$ cat config.mk
export PLATFORM = sky130hd
export DESIGN_NAME = servo_angle_pulse_slew_top
export DESIGN_NICKNAME = d
export VERILOG_FILES = /design/src/rtl/sps_pkg.sv /design/src/rtl/sps_map.sv /design/src/rtl/sps_servo_state.sv /design/src/rtl/servo_angle_pulse_slew_top.sv
export SDC_FILE = /design/constraint.sdc
export NUM_CORES = 1
export LEC_CHECK = 0
export ABC_CLOCK_PERIOD_IN_PS = 21100
export BUFFER_PORTS_ARGS = -buffer_cell sky130_fd_sc_hd__buf_2
export CAP_MARGIN = 0
export CORE_UTILIZATION = 30
export DETAILED_ROUTE_END_ITERATION = 8
export PLACE_DENSITY = 0.45
export SETUP_SLACK_MARGIN = 0.02
export SLEW_MARGIN = 20
export SYNTH_ARGS = -nofsm -noshare
export SYNTH_HDL_FRONTEND = slang
export SYNTH_SLANG_ARGS = --single-unit
$ cat constraint.sdc
create_clock -name clk -period 21.1 [get_ports clk]
set_clock_uncertainty 0.15 [all_clocks]
set_input_delay 3.165 -clock clk [delete_from_list [all_inputs] [get_ports clk]]
set_output_delay 3.165 -clock clk [all_outputs]
set_load 0.01 [all_outputs]
$ cat src/rtl/sps_pkg.sv
`timescale 1ns / 1ps
// ----------------------------------------------------------------------------
// sps_pkg: shared types and constants for the servo pulse slew block
// Angle scaling constants, channel and beat-kind codes, state reset values.
// ----------------------------------------------------------------------------
package sps_pkg;

  localparam int unsigned PULSE_W   = 12;
  localparam int unsigned ANGLE_W   = 13;
  localparam int unsigned DIFF_W    = 15;
  localparam int unsigned MUL_W     = 10;
  localparam int unsigned PROD_W    = PULSE_W + MUL_W;
  localparam int unsigned SCALE_SHIFT = 10;

  localparam logic [PULSE_W-1:0] PULSE_BASE = 12'd500;
  localparam logic [MUL_W-1:0]   SCALE_MUL  = 10'd711;

  // angle limits in Q8.4 degrees
  localparam logic signed [DIFF_W-1:0] DEG0_Q4   = 15'sd0;
  localparam logic signed [DIFF_W-1:0] DEG20_Q4  = 15'sd320;
  localparam logic signed [DIFF_W-1:0] DEG90_Q4  = 15'sd1440;
  localparam logic signed [DIFF_W-1:0] DEG160_Q4 = 15'sd2560;
  localparam logic signed [DIFF_W-1:0] DEG180_Q4 = 15'sd2880;

  // reset values of the pulse state
  localparam logic [PULSE_W-1:0] RST_TARGET_A  = 12'd2000;
  localparam logic [PULSE_W-1:0] RST_TARGET_B  = 12'd500;
  localparam logic [PULSE_W-1:0] RST_CURRENT_A = 12'd2500;
  localparam logic [PULSE_W-1:0] RST_CURRENT_B = 12'd500;
  localparam logic [PULSE_W-1:0] RST_CURRENT_C = 12'd1500;
  localparam logic [PULSE_W-1:0] RST_CURRENT_D = 12'd2270;

  typedef enum logic [1:0] {
    CH_A = 2'd0,
    CH_B = 2'd1,
    CH_C = 2'd2,
    CH_D = 2'd3
  } chan_t;

  typedef enum logic {
    KIND_ANGLE = 1'b0,
    KIND_TICK  = 1'b1
  } kind_t;

  // update command from the beat register to the state registers
  typedef struct packed {
    logic  fire;
    kind_t kind;
    chan_t channel;
  } sps_cmd_t;

endpackage

$ cat src/rtl/sps_map.sv
`timescale 1ns / 1ps
// ----------------------------------------------------------------------------
// sps_map: angle to pulse mapping
// Per-channel inversion and clamp, then pulse = 500 + (a_q4 * 711) >> 10.
// ----------------------------------------------------------------------------
module sps_map (
  input  sps_pkg::chan_t              channel,
  input  logic signed [12:0]          angle_q4,
  output logic [sps_pkg::PULSE_W-1:0] pulse
);
  import sps_pkg::*;

  logic signed [DIFF_W-1:0] ang_ext;
  logic signed [DIFF_W-1:0] diff;
  logic signed [DIFF_W-1:0] lo;
  logic signed [DIFF_W-1:0] hi;
  logic signed [DIFF_W-1:0] clamped;
  logic [PROD_W-1:0]        prod;

  assign ang_ext = DIFF_W'(angle_q4);

  always_comb begin
    case (channel)
      CH_A: begin
        diff = DEG180_Q4 - ang_ext;
        lo   = DEG20_Q4;
        hi   = DEG180_Q4;
      end
      CH_D: begin
        diff = DEG160_Q4 - ang_ext;
        lo   = DEG90_Q4;
        hi   = DEG160_Q4;
      end
      default: begin
        diff = ang_ext;
        lo   = DEG0_Q4;
        hi   = DEG180_Q4;
      end
    endcase
  end

  always_comb begin
    if (diff < lo) begin
      clamped = lo;
    end else if (diff > hi) begin
      clamped = hi;
    end else begin
      clamped = diff;
    end
  end

  // clamped lies in 0..2880, so the low 12 bits carry it exactly
  assign prod  = PROD_W'(clamped[PULSE_W-1:0]) * PROD_W'(SCALE_MUL);
  assign pulse = PULSE_BASE + PULSE_W'(prod >> SCALE_SHIFT);

endmodule

$ cat src/rtl/sps_servo_state.sv
`timescale 1ns / 1ps
// ----------------------------------------------------------------------------
// sps_servo_state: target and current pulse registers
// Commands load targets (ch 0/1) or pulses (ch 2/3); ticks slew ch 0/1 by one.
// ----------------------------------------------------------------------------
module sps_servo_state (
  input  logic                        clk,
  input  logic                        rst_n,
  input  sps_pkg::sps_cmd_t           cmd,
  input  logic [sps_pkg::PULSE_W-1:0] pulse,
  output logic [sps_pkg::PULSE_W-1:0] pulse_a,
  output logic [sps_pkg::PULSE_W-1:0] pulse_b,
  output logic [sps_pkg::PULSE_W-1:0] pulse_c,
  output logic [sps_pkg::PULSE_W-1:0] pulse_d
);
  import sps_pkg::*;

  logic [PULSE_W-1:0] target_a_r, target_a_nxt;
  logic [PULSE_W-1:0] target_b_r, target_b_nxt;
  logic [PULSE_W-1:0] current_a_r, current_a_nxt;
  logic [PULSE_W-1:0] current_b_r, current_b_nxt;
  logic [PULSE_W-1:0] current_c_r, current_c_nxt;
  logic [PULSE_W-1:0] current_d_r, current_d_nxt;

  function automatic logic [PULSE_W-1:0] slew_step(input logic [PULSE_W-1:0] cur,
                                                   input logic [PULSE_W-1:0] tgt);
    if (cur < tgt) begin
      return cur + 1'b1;
    end else if (cur > tgt) begin
      return cur - 1'b1;
    end
    return cur;
  endfunction

  always_comb begin
    target_a_nxt  = target_a_r;
    target_b_nxt  = target_b_r;
    current_a_nxt = current_a_r;
    current_b_nxt = current_b_r;
    current_c_nxt = current_c_r;
    current_d_nxt = current_d_r;
    if (cmd.fire) begin
      if (cmd.kind == KIND_TICK) begin
        current_a_nxt = slew_step(current_a_r, target_a_r);
        current_b_nxt = slew_step(current_b_r, target_b_r);
      end else begin
        case (cmd.channel)
          CH_A:    target_a_nxt  = pulse;
          CH_B:    target_b_nxt  = pulse;
          CH_C:    current_c_nxt = pulse;
          CH_D:    current_d_nxt = pulse;
          default: current_d_nxt = pulse;
        endcase
      end
    end
  end

  always_ff @(posedge clk) begin
    if (!rst_n) begin
      target_a_r  <= RST_TARGET_A;
      target_b_r  <= RST_TARGET_B;
      current_a_r <= RST_CURRENT_A;
      current_b_r <= RST_CURRENT_B;
      current_c_r <= RST_CURRENT_C;
      current_d_r <= RST_CURRENT_D;
    end else begin
      target_a_r  <= target_a_nxt;
      target_b_r  <= target_b_nxt;
      current_a_r <= current_a_nxt;
      current_b_r <= current_b_nxt;
      current_c_r <= current_c_nxt;
      current_d_r <= current_d_nxt;
    end
  end

  assign pulse_a = current_a_r;
  assign pulse_b = current_b_r;
  assign pulse_c = current_c_r;
  assign pulse_d = current_d_r;

endmodule

$ cat src/rtl/servo_angle_pulse_slew_top.sv
`timescale 1ns / 1ps
// ----------------------------------------------------------------------------
// servo_angle_pulse_slew_top: four-channel servo pulse generator with slew
// Maps angle commands to timer compare values and ramps channels 0 and 1.
// ----------------------------------------------------------------------------
// Usage:
//   Input stream (in_*): one beat is either an angle command (in_tuser = 0)
//   for the channel in in_tdata[1:0], angle Q8.4 signed in in_tdata[14:2],
//   or a ramp tick (in_tuser = 1) whose tdata is ignored.
//   Output stream (out_*): every input beat yields exactly one output beat
//   with all four compare values as they stand after that beat.
//   Path: from input accept to out_tvalid a beat passes the input register,
//   then the state/result register. Throughput: one beat per cycle while
//   out_tready stays high; the mapping multiplier between the two registers
//   only sets the clock period.
//   The four pulse state registers double as the output register: they only
//   change when a beat moves into an empty or draining output slot.
//   Stall: while out_tready is low the output beat holds; one more input beat
//   is taken into the input register, after which in_tready drops.
//   Reset (rst_n low, synchronous): both slots empty, pulses return to
//   2500/500/1500/2270 with targets 2000/500.
// ----------------------------------------------------------------------------
module servo_angle_pulse_slew_top (
  input  logic        clk,
  input  logic        rst_n,
  input  logic        in_tvalid,
  output logic        in_tready,
  input  logic [15:0] in_tdata,   // [1:0] channel, [14:2] angle_q4, [15] zero
  input  logic        in_tuser,   // [0] kind
  output logic        out_tvalid,
  input  logic        out_tready,
  output logic [47:0] out_tdata   // [11:0] pulse_a, [23:12] pulse_b,
                                  // [35:24] pulse_c, [47:36] pulse_d
);
  import sps_pkg::*;

  // input beat register
  logic               in_v_r;
  kind_t              kind_r;
  chan_t              chan_r;
  logic signed [12:0] angle_r;

  logic               out_v_r;
  logic               move;
  logic [PULSE_W-1:0] pulse;
  sps_cmd_t           cmd;
  logic [PULSE_W-1:0] pulse_a, pulse_b, pulse_c, pulse_d;

  // beat advances into the state/output slot when that slot is free or draining
  assign move      = in_v_r && (!out_v_r || out_tready);
  assign in_tready = !in_v_r || move;

  always_ff @(posedge clk) begin
    if (!rst_n) begin
      in_v_r  <= 1'b0;
      out_v_r <= 1'b0;
    end else begin
      if (in_tready) begin
        in_v_r <= in_tvalid;
      end
      if (move) begin
        out_v_r <= 1'b1;
      end else if (out_tready) begin
        out_v_r <= 1'b0;
      end
    end
  end

  // payload only, no reset needed
  always_ff @(posedge clk) begin
    if (in_tready && in_tvalid) begin
      kind_r  <= kind_t'(in_tuser);
      chan_r  <= chan_t'(in_tdata[1:0]);
      angle_r <= in_tdata[14:2];
    end
  end

  sps_map u_map (
    .channel  (chan_r),
    .angle_q4 (angle_r),
    .pulse    (pulse)
  );

  assign cmd.fire    = move;
  assign cmd.kind    = kind_r;
  assign cmd.channel = chan_r;

  sps_servo_state u_state (
    .clk     (clk),
    .rst_n   (rst_n),
    .cmd     (cmd),
    .pulse   (pulse),
    .pulse_a (pulse_a),
    .pulse_b (pulse_b),
    .pulse_c (pulse_c),
    .pulse_d (pulse_d)
  );

  assign out_tvalid = out_v_r;
  assign out_tdata  = {pulse_d, pulse_c, pulse_b, pulse_a};

endmodule

After elaboration in Yosys (flattened, before gate mapping)
Index checks and enable logic that the tools add are counted.
- memory bits (writable): 0
- input bits: 21
- ROM bits: 0
- memories: 0
- word-level logic and storage cells: 62
- register bits after elaboration: 90
- output and inout port bits: 50
- bits in latches: 0
- $lt $le $gt $ge: 6
- divide/modulo/power cells: 0
- shift operators: 0
- mux-type cells: 19
- $add $sub $neg: 7
- bitwise operators: 1
- equal/unequal tests: 3
- multiply operators: 1
- reduce and logical (&&, ||, !) cells: 14
- operators by type and width (kind ; count):
    12-bit 2-to-1 mux ; 6
    15-bit one-hot mux with 2 select lines ; 1
    13-bit by 13-bit subtractor with 14-bit output, first input constant ; 2
    12-bit by 1-bit adder with 12-bit output, second input constant ; 2
    12-bit greater-than comparator ; 2
    12-bit less-than comparator ; 2
    12-bit by 1-bit subtractor with 12-bit output, second input constant ; 2
    12-bit by 10-bit multiplier with 22-bit output, second input constant ; 1
    11-bit one-hot mux with 2 select lines ; 1
    3-bit AND reduction ; 6
    15-bit by 13-bit greater-than comparator with 1-bit output ; 1
    15-bit by 12-bit less-than comparator with 1-bit output ; 1
    9-bit by 12-bit adder with 12-bit output, first input constant ; 1
    1-bit 2-to-1 mux ; 10
    9-bit 2-to-1 mux ; 1
    2-bit == test, second input constant ; 2
    2-bit by 1-bit == test with 1-bit output, second input constant ; 1
    1-bit logical AND ; 2
    1-bit logical NOT ; 2
    2-bit logical NOT ; 1
    1-bit logical OR ; 2
    2-bit nonzero test ; 1
    1-bit inverter ; 1

Depth between registers and ports, before layout
- depth in word-level cells: 7
- gate-level depth with buffers: 39
- depth with buffers taken out: 36

Cells and area by module
From an unflattened synthesis, not the netlist that was laid out.
- cell total of the unflattened synthesis: 940
- area, all modules: 8232.9 um2
- by module, submodules not included (module ; times used ; cells an instance ; area an instance (um2) ; sequential area each (um2)):
    sps_servo_state ; 1 ; 487 ; 4040.1 ; 1441.4
    sps_map ; 1 ; 428 ; 3608.5 ; 0.0
    servo_angle_pulse_slew_top ; 1 ; 25 ; 584.3 ; 520.5

Least setup slack after synthesis
No wires, ideal clock.
- path type: reg2reg
- start: register chan_r[0]
- end: register u_state.current_d_r[11], in the netlist u_state.pulse_d[11]
- data required time: 20825 ps
- setup time: 125 ps
- cell stages (with the launch flop): 38
- buffers on the path: 3
- slack: 12190 ps
- arrival: 8635 ps
- clock period less this slack: 8910 ps
- cell sequence: edfxtp_1 -> ha_1 -> clkbuf_1 -> inv_1 -> ha_1 -> a31oi_1 -> nor2_1 -> xor2_1 -> nor2_1 -> a21oi_1 -> ha_1 -> nand4_1 -> nor4b_1 -> a211o_1 -> nand2_1 -> or2_2 -> buf_2 -> o21ai_0 -> (+2 left out) -> inv_1 -> fa_1 -> fa_1 -> inv_1 -> fa_1 -> inv_1 -> ha_1 -> and2_1 -> a21o_1 -> nor4_1 -> nor3_1 -> and2_1 -> clkbuf_1 -> o31a_1 -> maj3_2 -> a221oi_4 -> xnor2_1 -> o21ai_1
- word-level cells in the longest chain between the ends: 7
- elaborated cells between the ends (all ways): 12
- those cells by class: add/sub: 1; mul: 1; order compare: 2; eq/ne: 1; mux: 5; reduce/logical: 2
- ends and longest elaborated chain (element ; line ; text):
    start, declared ; servo_angle_pulse_slew_top.sv:40 ; chan_t chan_r;
    start signal, assigned ; servo_angle_pulse_slew_top.sv:73 ; chan_r <= chan_t'(in_tdata[1:0]);
    2-bit == test / 2-bit logical NOT (equally long branches) ; sps_map.sv:23, sps_servo_state.sv:47 ;
    15-bit one-hot mux with 2 select lines / 9-bit 2-to-1 mux (equally long branches) ; sps_map.sv:23 ; case (channel)
    15-bit by 13-bit greater-than comparator with 1-bit output ; sps_map.sv:45 ; end else if (diff > hi) begin
    12-bit 2-to-1 mux ; sps_map.sv:45 ;
    12-bit 2-to-1 mux ; sps_map.sv:43 ; if (diff < lo) begin
    12-bit by 10-bit multiplier with 22-bit output ; sps_map.sv:53 ; assign prod = PROD_W'(clamped[PULSE_W-1:0]) * PROD_W'(SCALE_MUL);
    9-bit by 12-bit adder with 12-bit output ; sps_map.sv:54 ; assign pulse = PULSE_BASE + PULSE_W'(prod >> SCALE_SHIFT);
    end signal, assigned ; sps_servo_state.sv:72 ; current_d_r <= current_d_nxt;
    end, declared ; sps_servo_state.sv:23 ; logic [PULSE_W-1:0] current_d_r, current_d_nxt;
Parallel ways exist; a longest one is shown, timed or not.
A chain may end at the register's enable or synchronous reset.

Worst setup path in the final report
- start: register chan_r[1]
- end: register u_state.current_c_r[10], in the netlist u_state.pulse_c[10]
- word-level cells in the longest chain between the ends: 7
- elaborated cells between the ends (all ways): 13
- those cells by class: add/sub: 1; mul: 1; order compare: 2; eq/ne: 2; mux: 5; reduce/logical: 2
- ends and longest elaborated chain (element ; line ; text):
    2-bit == test / 2-bit logical NOT (equally long branches) ; sps_map.sv:23 ;
    15-bit one-hot mux with 2 select lines / 9-bit 2-to-1 mux (equally long branches) ; sps_map.sv:23 ;
    15-bit by 13-bit greater-than comparator with 1-bit output ; sps_map.sv:45 ;
    12-bit 2-to-1 mux ; sps_map.sv:45 ;
    12-bit 2-to-1 mux ; sps_map.sv:43 ;
    12-bit by 10-bit multiplier with 22-bit output ; sps_map.sv:53 ;
    9-bit by 12-bit adder with 12-bit output ; sps_map.sv:54 ;
    end signal, assigned ; sps_servo_state.sv:71 ; current_c_r <= current_c_nxt;
    end, declared ; sps_servo_state.sv:22 ; logic [PULSE_W-1:0] current_c_r, current_c_nxt;
Parallel ways exist; a longest one is shown, timed or not.

==> flow_summary.yaml <==
global_routing:
  grt_first_pass_wirelength_mm: 32.15
  grt_max_degree: 48
  global_routing_usage_summed_across_all_routing_layers: 0.1438
  antenna_found_initial: 0
  grt_pass1_vias: 6241
  overflow: 0
setup_path:
  critPathArrivalTime_ns: 9.83
  critical_path.max_stage_delay_ns: 0.54
  critPathSlowestCell: "fa_1"
  cp_data_required_time_ns: 21.15
  crit_type: "flop to flop"
  type_of_element_launching_the_critical_path: "flop"
  crit_path_max_fanout: 10
  path_common_cell: "ha_1"
  worstSetupEndpointType: "flop"
sta:
  report.final.slew_viol_count: 0
  fin_tns_setup_ns: 0
  max_freq_ghz: 0.1022
  final.min_clock_period_ns: 9.781
  tightest_slew_ns: 0.9333
  timing.final.ws_setup_ns: 11.32
  setup_viol_count_final: 0
  grt_setup_unrepaired: "no"
  worst_slew_margin_rel: 0.3778
  final.period_utilization: 0.4635
  final-hold-violation-count: 0
die:
  die_area_sq_um: 27750
  ioPinCount: 71
  initial_utilization: 0.3092
  fp-row-count: 59
  die_x_microns: 166.6
  die-height_microns: 166.6
  placeableCoreArea_sq_um: 26280
yosys:
  synthCells: 929
  mappedNetlistArea_sq_um: 8127
  yosys_top_cell_by_area: "ha_1"
  syn_area_per_cell_sq_um: 8.748
  synth-async-reset-ratio: 0
  synth_top_cells_by_area: "ha_1, dfxtp_1, fa_1"
  postSynthRegisterBits: 90
  postSynth.topFlopCell: "dfxtp_1"
  synth_enable_flop_cells: 16
  synth-warning-count: 0
  synth_top_area_share: 0.2079
  post_synth_num_cell_types: 67
  ys_seq_area_frac: 0.2414
  synthesis.nets: 1116
cells_and_area:
  final_nets: 1177
  nFillCells: 2769
  num_antenna_cells: 0
  fraction_of_layout_instances_using_a_drive_strength_above_1: 0.1106
  instances_no_fill: 1330
  syn_to_final_growth_pct: 12.49
clock_network:
  cts_num_sinks: 90
  cts_setup_buffers: 0
  clkTransAtPathRegs_ns: 0.07
  clk_latency_ns: 0.35
  max-clock-path-buffers: 2
  cts_made_buffers: 9
  clock_tree_from_tritoncts: "done"
  clock_tree_root_buffer_cell: "clkbuf_16"
  cts_htree_levels: 3
  post_cts.resized_instances: 0
  hold_buf_cts: 0
routing:
  drt_pre_antenna_iters: 6
  detail_route.vias_per_cell: 4.766
  drt.antenna.violating_nets: 0
  totalWireLength_mm: 19.23
  remaining_drc_errors: 8
  num_vias: 6339
  first_iter_violations: 327
  wl_per_cell_microns: 14.46
placement:
  gpl.final_weighted_congestion: 0.7691
  dpl.hpwl_mm: 15.43
  numPlacedInstances: 1314
  post-place-ws_ns: 10.95
  port_buffers: 69
worst_hold_path:
  worstHoldPathType: "flop to flop"
outcome:
  status: "finished with violations"
  violations: "design-rule violations"
flow_run:
  cap_viol_max_count: 0
==> cell type report <==
class	count	area (sq um)	share of cell area
well taps	335	419.2	0.04585
repair buffers	75	390.4	0.04270
inverters	115	431.7	0.04722
multi-input cells	699	5633	0.6162
clock buffers	11	264.0	0.02888
flip-flops and latches	90	1962	0.2146
clock inverters	5	41.29	0.004517
==> state kept, by name, indices dropped and copies added (netlist names) <==
register / cells
angle_r: 13
u_state.pulse_b: 12
in_v_r: 1
u_state.pulse_d: 12
u_state.target_a_r: 12
kind_r: 1
u_state.pulse_c: 12
u_state.pulse_a: 12
u_state.target_b_r: 12
chan_r: 2
out_tvalid: 1
==> final timing paths <==
check / from / endpoint / slack, ns / cells after the start
max: chan_r[1] / u_state.pulse_c[10] / 11.32 / 35
min: u_state.target_b_r[1] / u_state.target_b_r[1] / 0.31 / 2
max reg2reg: chan_r[1] / u_state.pulse_c[10] / 11.32 / 35
min reg2reg: u_state.target_b_r[1] / u_state.target_b_r[1] / 0.31 / 2
==> cells in the mapped netlist (3+ instances only) <==
cell	number
edfxtp_1	16
o21a_1	4
clkbuf_1	19
a31oi_1	3
dfxtp_1	74
a31o_2	3
nor2_1	76
o211ai_1	26
nand3_1	25
o31ai_1	4
nor3_1	15
fa_1	31
and2_1	10
a21o_1	30
a211oi_1	8
xor2_1	17
buf_2	3
ha_1	135
nand3b_1	4
nand2_1	75
a211o_1	7
xnor2_1	35
nor4_1	3
inv_1	114
nand2b_1	8
or2_2	3
nand4_1	11
o21ai_0	17
mux2i_1	22
o311ai_0	4
a21oi_1	64
o21bai_1	10
nor2b_1	4
and3_1	4
==> through the flow <==
step	utilization	cell area (sq um)	hold WS [ns]
6_report	0.3478	9141	0.3050
5_1_grt	0.3478	9141	0.3298
4_1_cts	0.3476	9136	0.3102
3_5_place_dp	0.3360	8831	0.3010
3_3_place_gp	0.3360	8831	0.2958
2_1_floorplan	-	8127	0.2863
==> layer usage <==
| metal | GRT usage | part of all wire | vias to the layer above |
|---|---|---|---|
| met5 | 0 | 0 | - |
| met4 | 0.03422 | 0.012 | 0 |
| met3 | 0.02281 | 0.020 | 13 |
| met2 | 0.2512 | 0.48 | 59 |
| met1 | 0.1844 | 0.49 | 2879 |
| li1 | - | - | 3388 |
==> logic make-up after synthesis <==
family | Yosys count | share of synthesized area
xor+xnor | 52 | 0.05604
compound gates | 213 | 0.1852
flops | 90 | 0.2414
mux | 23 | 0.02848
buf+inv | 140 | 0.06605
fa+ha+maj | 167 | 0.2856
simple gates | 244 | 0.1372
==> worst max-delay path: cells and delay by family (launching register included) <==
kind,cells,cell delay [ns]
xor+xnor,2,0.54
buf+inv,5,0.49
fa+ha+maj,10,4.03
compound gates,8,1.76
simple gates,10,2.27
flops,1,0.38
==> placed cells by master (no fill, tap or decap), types with 3 or more instances in the layout <==
master	n
and3_1	4
xnor2_1	35
nor2_1	76
or2_2	3
o211ai_1	26
o21a_1	4
nor3_1	14
o311ai_0	4
a31oi_1	3
nand3_1	25
buf_2	69
a21o_1	30
nand3b_1	4
inv_1	114
a21oi_1	64
a211o_1	7
a211oi_1	8
nor2b_1	4
buf_4	6
a31o_2	3
nand2_1	75
and2_1	10
o31ai_1	4
mux2i_1	22
nand2b_1	8
nand4_1	11
o21bai_1	10
ha_1	135
clkbuf_16	10
nor4_1	3
fa_1	31
o21ai_0	17
dfxtp_1	74
edfxtp_1	16
xor2_1	17
Power is left out: the tool's default activity adds up to more than one toggle a clock period on the data nets, which glitch-free logic cannot reach.
